[src/rtl/printhead_strobe_time_unit_assert.svh]
// Assertion macros shared by the strobe time unit and its divider.
// Depends on nothing; included by the files that carry assertions.
`ifndef PRINTHEAD_STROBE_TIME_UNIT_ASSERT_SVH
`define PRINTHEAD_STROBE_TIME_UNIT_ASSERT_SVH

// Same-cycle implication, disabled during reset.
`define PST_ASSERT_IMP(label, clk, rst_n, ante, cons) \
    label: assert property (@(posedge clk) disable iff (!rst_n) (ante) |-> (cons)) \
        else $error("strobe time unit: same-cycle check failed");

// Next-cycle implication, disabled during reset.
`define PST_ASSERT_NEXT(label, clk, rst_n, ante, cons) \
    label: assert property (@(posedge clk) disable iff (!rst_n) (ante) |=> (cons)) \
        else $error("strobe time unit: next-cycle check failed");

`endif

[src/rtl/pst_pkg.sv]
// Widths, payload types, correction table and rank constants of the strobe time unit.
// Depends on nothing; used by the interfaces, the divider and the top level.
package pst_pkg;

    localparam int MV_W    = 14;
    localparam int TEMP_W  = 12;
    localparam int SUM_W   = 16;
    localparam int Q_W     = 16;
    localparam int RANK_W  = 2;

    localparam int CK_W    = 27;
    localparam int RK_W    = 18;
    localparam int TFAC_W  = 16;
    localparam int PCT_W   = 9;
    localparam int ZF_W    = 11;
    localparam int P1_W    = CK_W + TFAC_W;
    localparam int P2_W    = PCT_W + ZF_W;
    localparam int MVSQ_W  = 2 * MV_W;
    localparam int NUM_W   = P1_W + P2_W;
    localparam int DEN_W   = MVSQ_W + RK_W;

    localparam int DIV_STAGES = Q_W + 1;

    localparam logic signed [16:0] TFAC_BASE = 17'sd12200;
    localparam logic signed [16:0] TFAC_SLOPE = 17'sd11;

    localparam logic [7:0] PCT_TABLE [0:5][0:4] = '{
        '{8'd240, 8'd188, 8'd133, 8'd90, 8'd69},
        '{8'd150, 8'd121, 8'd86,  8'd53, 8'd29},
        '{8'd90,  8'd82,  8'd50,  8'd31, 8'd25},
        '{8'd63,  8'd40,  8'd31,  8'd17, 8'd17},
        '{8'd36,  8'd27,  8'd10,  8'd10, 8'd10},
        '{8'd9,   8'd5,   8'd0,   8'd0,  8'd0}
    };

    typedef struct packed {
        logic [NUM_W-1:0] num;
        logic [DEN_W-1:0] den;
        logic             done;
        logic             sat;
        logic [Q_W-1:0]   preset;
    } pst_div_req_t;

    typedef struct packed {
        logic [Q_W-1:0] strobe_us;
        logic           saturated;
    } pst_result_t;

    // 23 * (264 + 10 * R)^2 for each resistance rank.
    function automatic logic [CK_W-1:0] pst_k_term(input logic [RANK_W-1:0] rank);
        logic [CK_W-1:0] k;
        unique case (rank)
            2'd0:    k = 27'd107706608;
            2'd1:    k = 27'd95154588;
            2'd2:    k = 27'd83379968;
            default: k = 27'd71569008;
        endcase
        return k;
    endfunction

    // 1000 * R for each resistance rank.
    function automatic logic [RK_W-1:0] pst_r_milli(input logic [RANK_W-1:0] rank);
        logic [RK_W-1:0] r;
        unique case (rank)
            2'd0:    r = 18'd190000;
            2'd1:    r = 18'd177000;
            2'd2:    r = 18'd164000;
            default: r = 18'd150000;
        endcase
        return r;
    endfunction

endpackage

[src/rtl/pst_div.sv]
// Pipelined restoring divider with saturation: an overflow check stage, then one quotient bit per stage.
// Depends on pst_pkg and printhead_strobe_time_unit_assert.svh.
`include "printhead_strobe_time_unit_assert.svh"

module pst_div
    import pst_pkg::*;
(
    input  logic         clk,
    input  logic         rst_n,
    input  logic         req_valid,
    output logic         req_ready,
    input  pst_div_req_t req,
    output logic         res_valid,
    input  logic         res_ready,
    output pst_result_t  res
);

    localparam int LAST = DIV_STAGES - 1;

    logic [DIV_STAGES-1:0] valid_reg;
    logic [DIV_STAGES-1:0] en;

    logic [NUM_W-1:0] rem_reg  [DIV_STAGES];
    logic [DEN_W-1:0] den_reg  [DIV_STAGES];
    logic [Q_W-1:0]   q_reg    [DIV_STAGES];
    logic             done_reg [DIV_STAGES];
    logic             sat_reg  [DIV_STAGES];

    logic [NUM_W-1:0] rem_next  [DIV_STAGES];
    logic [Q_W-1:0]   q_next    [DIV_STAGES];
    logic             done_next [DIV_STAGES];
    logic             sat_next  [DIV_STAGES];

    logic             ovf;

    always_comb
    begin
        en[LAST] = !valid_reg[LAST] || res_ready;
        for (int j = LAST - 1; j >= 0; j--)
        begin
            en[j] = !valid_reg[j] || en[j + 1];
        end
    end

    assign req_ready = en[0];

    // The quotient fits in sixteen bits only when the numerator is below den * 2^16.
    assign ovf = req.num >= (NUM_W'(req.den) << Q_W);

    always_comb
    begin
        logic [NUM_W-1:0] shifted;
        logic             take;
        rem_next[0]  = req.num;
        done_next[0] = req.done || ovf;
        sat_next[0]  = req.done ? req.sat : ovf;
        q_next[0]    = req.done ? req.preset : (ovf ? '1 : '0);
        for (int j = 1; j < DIV_STAGES; j++)
        begin
            shifted      = NUM_W'(den_reg[j - 1]) << (Q_W - j);
            take         = !done_reg[j - 1] && (rem_reg[j - 1] >= shifted);
            rem_next[j]  = take ? (rem_reg[j - 1] - shifted) : rem_reg[j - 1];
            q_next[j]    = q_reg[j - 1] | (Q_W'(take) << (Q_W - j));
            done_next[j] = done_reg[j - 1];
            sat_next[j]  = sat_reg[j - 1];
        end
    end

    always_ff @(posedge clk or negedge rst_n)
    begin
        if (!rst_n)
        begin
            valid_reg <= '0;
        end
        else
        begin
            if (en[0])
            begin
                valid_reg[0] <= req_valid;
            end
            for (int j = 1; j < DIV_STAGES; j++)
            begin
                if (en[j])
                begin
                    valid_reg[j] <= valid_reg[j - 1];
                end
            end
        end
    end

    always_ff @(posedge clk)
    begin
        if (en[0])
        begin
            den_reg[0] <= req.den;
        end
        for (int j = 1; j < DIV_STAGES; j++)
        begin
            if (en[j])
            begin
                den_reg[j] <= den_reg[j - 1];
            end
        end
        for (int j = 0; j < DIV_STAGES; j++)
        begin
            if (en[j])
            begin
                rem_reg[j]  <= rem_next[j];
                q_reg[j]    <= q_next[j];
                done_reg[j] <= done_next[j];
                sat_reg[j]  <= sat_next[j];
            end
        end
    end

    assign res_valid     = valid_reg[LAST];
    assign res.strobe_us = q_reg[LAST];
    assign res.saturated = sat_reg[LAST];

    `PST_ASSERT_IMP(a_rem_below_den, clk, rst_n, valid_reg[LAST] && !done_reg[LAST], rem_reg[LAST] < NUM_W'(den_reg[LAST]))
    `PST_ASSERT_IMP(a_sat_is_clipped, clk, rst_n, valid_reg[LAST] && sat_reg[LAST], q_reg[LAST] == '0 || q_reg[LAST] == '1)

endmodule

[config.mk]
export PLATFORM = sky130hd
export DESIGN_NAME = pst_div
export DESIGN_NICKNAME = d
export VERILOG_FILES = /design/src/rtl/pst_pkg.sv /design/src/rtl/pst_div.sv
export VERILOG_INCLUDE_DIRS = /design/src /design/src/rtl
export SDC_FILE = /design/constraint.sdc
export NUM_CORES = 2
export LEC_CHECK = 0
export ABC_CLOCK_PERIOD_IN_PS = 38000
export BUFFER_PORTS_ARGS = -buffer_cell sky130_fd_sc_hd__buf_2
export CORE_AREA = 3 3 550 388
export CTS_CLUSTER_SIZE = 25
export DETAILED_ROUTE_END_ITERATION = 10
export DIE_AREA = 0 0 553 391
export GPL_ROUTABILITY_DRIVEN = 0
export PLACE_DENSITY = 0.76
export SYNTH_ARGS = -nofsm -noshare
export SYNTH_HDL_FRONTEND = slang
export SYNTH_SLANG_ARGS = --single-unit
[constraint.sdc]
create_clock -name clk -period 38 [get_ports clk]
set_clock_uncertainty 0.05 [all_clocks]
set_input_delay 1.9 -clock clk [delete_from_list [all_inputs] [get_ports clk]]
set_output_delay 1.9 -clock clk [all_outputs]
set_load 0.1 [all_outputs]
==> flow_metrics.tcl <==
set metrics [dict create \
    fill_cells 16100 \
    grt_start_max_net_pins 96 \
    pin_count 150 \
    die_h_um 391 \
    syn2layout_area_growth_pct 8.63 \
    insertion_delay_ps 870 \
    crit_type "in -> out" \
    grt.total_usage 0.240 \
    yosysWarnings 0 \
    dpl.hpwl_um 205000 \
    io_buffers 149 \
    synth.most_common_cell "edfxtp_1" \
    dieArea_um2 216000 \
    grt.overflow.total 0 \
    critPathMaxFanout 62 \
    dpl_cell_area_um2 118000 \
    power.internal_mw 5.91 \
    antenna_found_initial 6 \
    synth_cell_types 108 \
    num_vias 80600 \
    numCtsBuffers 203 \
    seq_area_frac_synth 0.541 \
    maxCapViolCount 0 \
    root_buffer "clkbuf_16" \
    seq_area_um2 62000 \
    worst_pin_slew_ps 1200 \
    cts_sinks 2066 \
    synth_seq_cells 2066 \
    setup_violations 0 \
    synthesis.area_um2 114000 \
    largest_register_ffs 1008 \
    grt_pass1_wl_um 419000 \
    cts_tree "built" \
    holdPathStages 0 \
    combPwrFrac 0.408 \
    required_ps 36050 \
    routed_wl_um 267000 \
    setup_tns_ps 0 \
    fin_crit_sh 0.271 \
    start_kind "primary input" \
    drive_gt1_frac 0.0690 \
    drc 0 \
    arrival_ps 8340 \
    async_flop_share 0.00823 \
    die_width_um 553 \
    clkPwrFrac 0.208 \
    post_cts_resized 0 \
    final_cell_area_um2 124000 \
    p_seq_frac 0.384 \
    num_rows 140 \
    htree_num_levels 4 \
    postSynthAreaPerCell_um2 11.1 \
    netSwitchingPower_mw 3.57 \
    cts.clk_slew.worst_paths_ps 60 \
    clk_path_buf_depth 4 \
    drt-initial-drc-count 9248 \
    p_leak_nw 52.6 \
    timing.fmax_mhz 97.1 \
    post-synth-top-area-cell "edfxtp_1" \
    endpoint_kind "output port" \
    fin_nets 11300 \
    synth_top_area_frac 0.538 \
    synth_edf_count 2049 \
    postCtsSetupRepairBufs 0 \
    relSlewSlack 0.191 \
    netlist_instances 10300 \
    core_um2 208000 \
    routedWlPerCell_um 20.1 \
    dr.pass1.iters 6 \
    ir_worst_vdd_mv 0.0475 \
    hold_path.class "reg -> reg" \
    synthTopCellsByCount "edfxtp_1 (2049), inv_1 (968), nand2_1 (932)" \
    p_per_area_nw_per_um2 76.3 \
    rsz0062_at_grt "false" \
    cts_hold_buf 0 \
    synth.area.top_cells "edfxtp_1 (54%), ha_1 (8.6%), o21ai_0 (3.6%)" \
    ant_nets 0 \
    netSwitchingFraction 0.377 \
    r2r_cells 12 \
    post-route-min-period_ps 10290 \
    multi_input_area_um2 47700 \
    hold_viol 0 \
    status "complete, no violations" \
    grt_pass1_vias 76800 \
    viasPerCell 6.06 \
    synth_ff_type "edfxtp_1" \
    start_util 0.550 \
    finalHoldWorstSlack_ps 324 \
    slew_violations 0 \
    synthesis.nets 11200 \
]
## through the flow
step / cells / worst slack [ps] / power (mW) / util
floorplan: 10300 / 14820 / 6.44 / -
global placement: 12900 / 27900 / 7.24 / 0.566
detailed placement: 12900 / 27620 / 7.41 / 0.566
CTS: 13300 / 27590 / 9.42 / 0.597
global route: 13300 / 27150 / 10.1 / 0.597
finish: 13300 / 27710 / 9.48 / 0.597
## power by group through the flow
stage	sequential, mW	clock (mW)	combinational, mW
2_1_floorplan	3.53	0	2.91
3_3_place_gp	3.66	0	3.58
3_5_place_dp	3.68	0	3.74
4_1_cts	3.63	2.01	3.77
5_1_grt	3.69	2.10	4.26
6_report	3.64	1.97	3.87
## worst max-delay path, cell delays in order
cell     delay [ps]
buf_2           140
nor2b_1         450
nand2_4         530
nor2_1          440
and2_1          380
nand3_4         260
nor2_1          530
nand3_4         350
nor2_1          570
nand3_4         620
nor2_1          700
nand3_4         740
buf_2           590
## worst paths after layout
check / startpoint / endpoint / slack, ps
min in group asynchronous: rst_n / valid_reg[0]$_DFFE_PN0P_ / 970
worst max register to register: valid_reg[16]$_DFFE_PN0P_ / q_reg[0][3]$_DFFE_PP_ / 30760
max in group asynchronous: rst_n / valid_reg[5]$_DFFE_PN0P_ / 36460
worst min register to register: q_reg[7][7]$_DFFE_PP_ / q_reg[8][7]$_DFFE_PP_ / 320
worst max-delay path: res_ready / req_ready / 27710
worst min-delay path: q_reg[7][7]$_DFFE_PP_ / q_reg[8][7]$_DFFE_PP_ / 320
## logic make-up (layout without fill, tap and decap cells)
kind of cell,count (synthesis),in the layout,synth area share
other,0,4,0
flip-flops,2066,2066,0.541
adder cells (fa/ha/maj),797,797,0.0881
buffers and inverters,1290,1525,0.0431
AO/OA/AOI/OAI,2781,2781,0.150
AND/OR/NAND/NOR,2429,2429,0.103
XOR/XNOR,757,757,0.0579
multiplexers,164,164,0.0161
## metal layers
metal | global-route usage | vias to the layer above | share of wire
met3 | 0.0469 | 548 | 0.094
li1 | - | 37900 | -
met4 | 0.0730 | 0 | 0.030
met1 | 0.344 | 38400 | 0.44
met5 | 0 | - | 0
met2 | 0.371 | 3763 | 0.44
## cells in the final DEF, fill, tap and decap left out, types with 20 or more instances in the layout
cell type / count
a21oi_1: 770
o21bai_1: 88
buf_4: 47
inv_1: 963
nor2b_1: 88
nor3_1: 128
o21ai_1: 30
clkbuf_16: 203
a21o_1: 489
nand2_1: 927
clkinv_1: 31
clkbuf_1: 39
o21ai_0: 823
or2_2: 24
a211oi_1: 53
edfxtp_1: 2049
nor4_1: 78
xnor2_1: 396
mux2_1: 26
nand3_1: 166
o21a_1: 82
xor2_1: 361
nor2_1: 409
and2_1: 34
clkinv_2: 35
a31oi_1: 76
or4_1: 27
o211ai_1: 37
a21boi_0: 20
mux2_2: 133
o31ai_1: 54
ha_1: 782
nand4_1: 191
nand2b_1: 127
buf_2: 149
or3_1: 46
and3_1: 63
## area by class of cell
type                            count  area share
Timing Repair Buffer              196     0.00884
Tap cell                         2769      0.0279
Inverter                          968      0.0293
Clock inverter                    119     0.00947
Clock buffer                      242      0.0420
Antenna cell                        4   0.0000805
Multi-Input combinational cell   6928       0.384
Sequential cell                  2066       0.498
No activity file was read; power rests on OpenSTA's default activity.
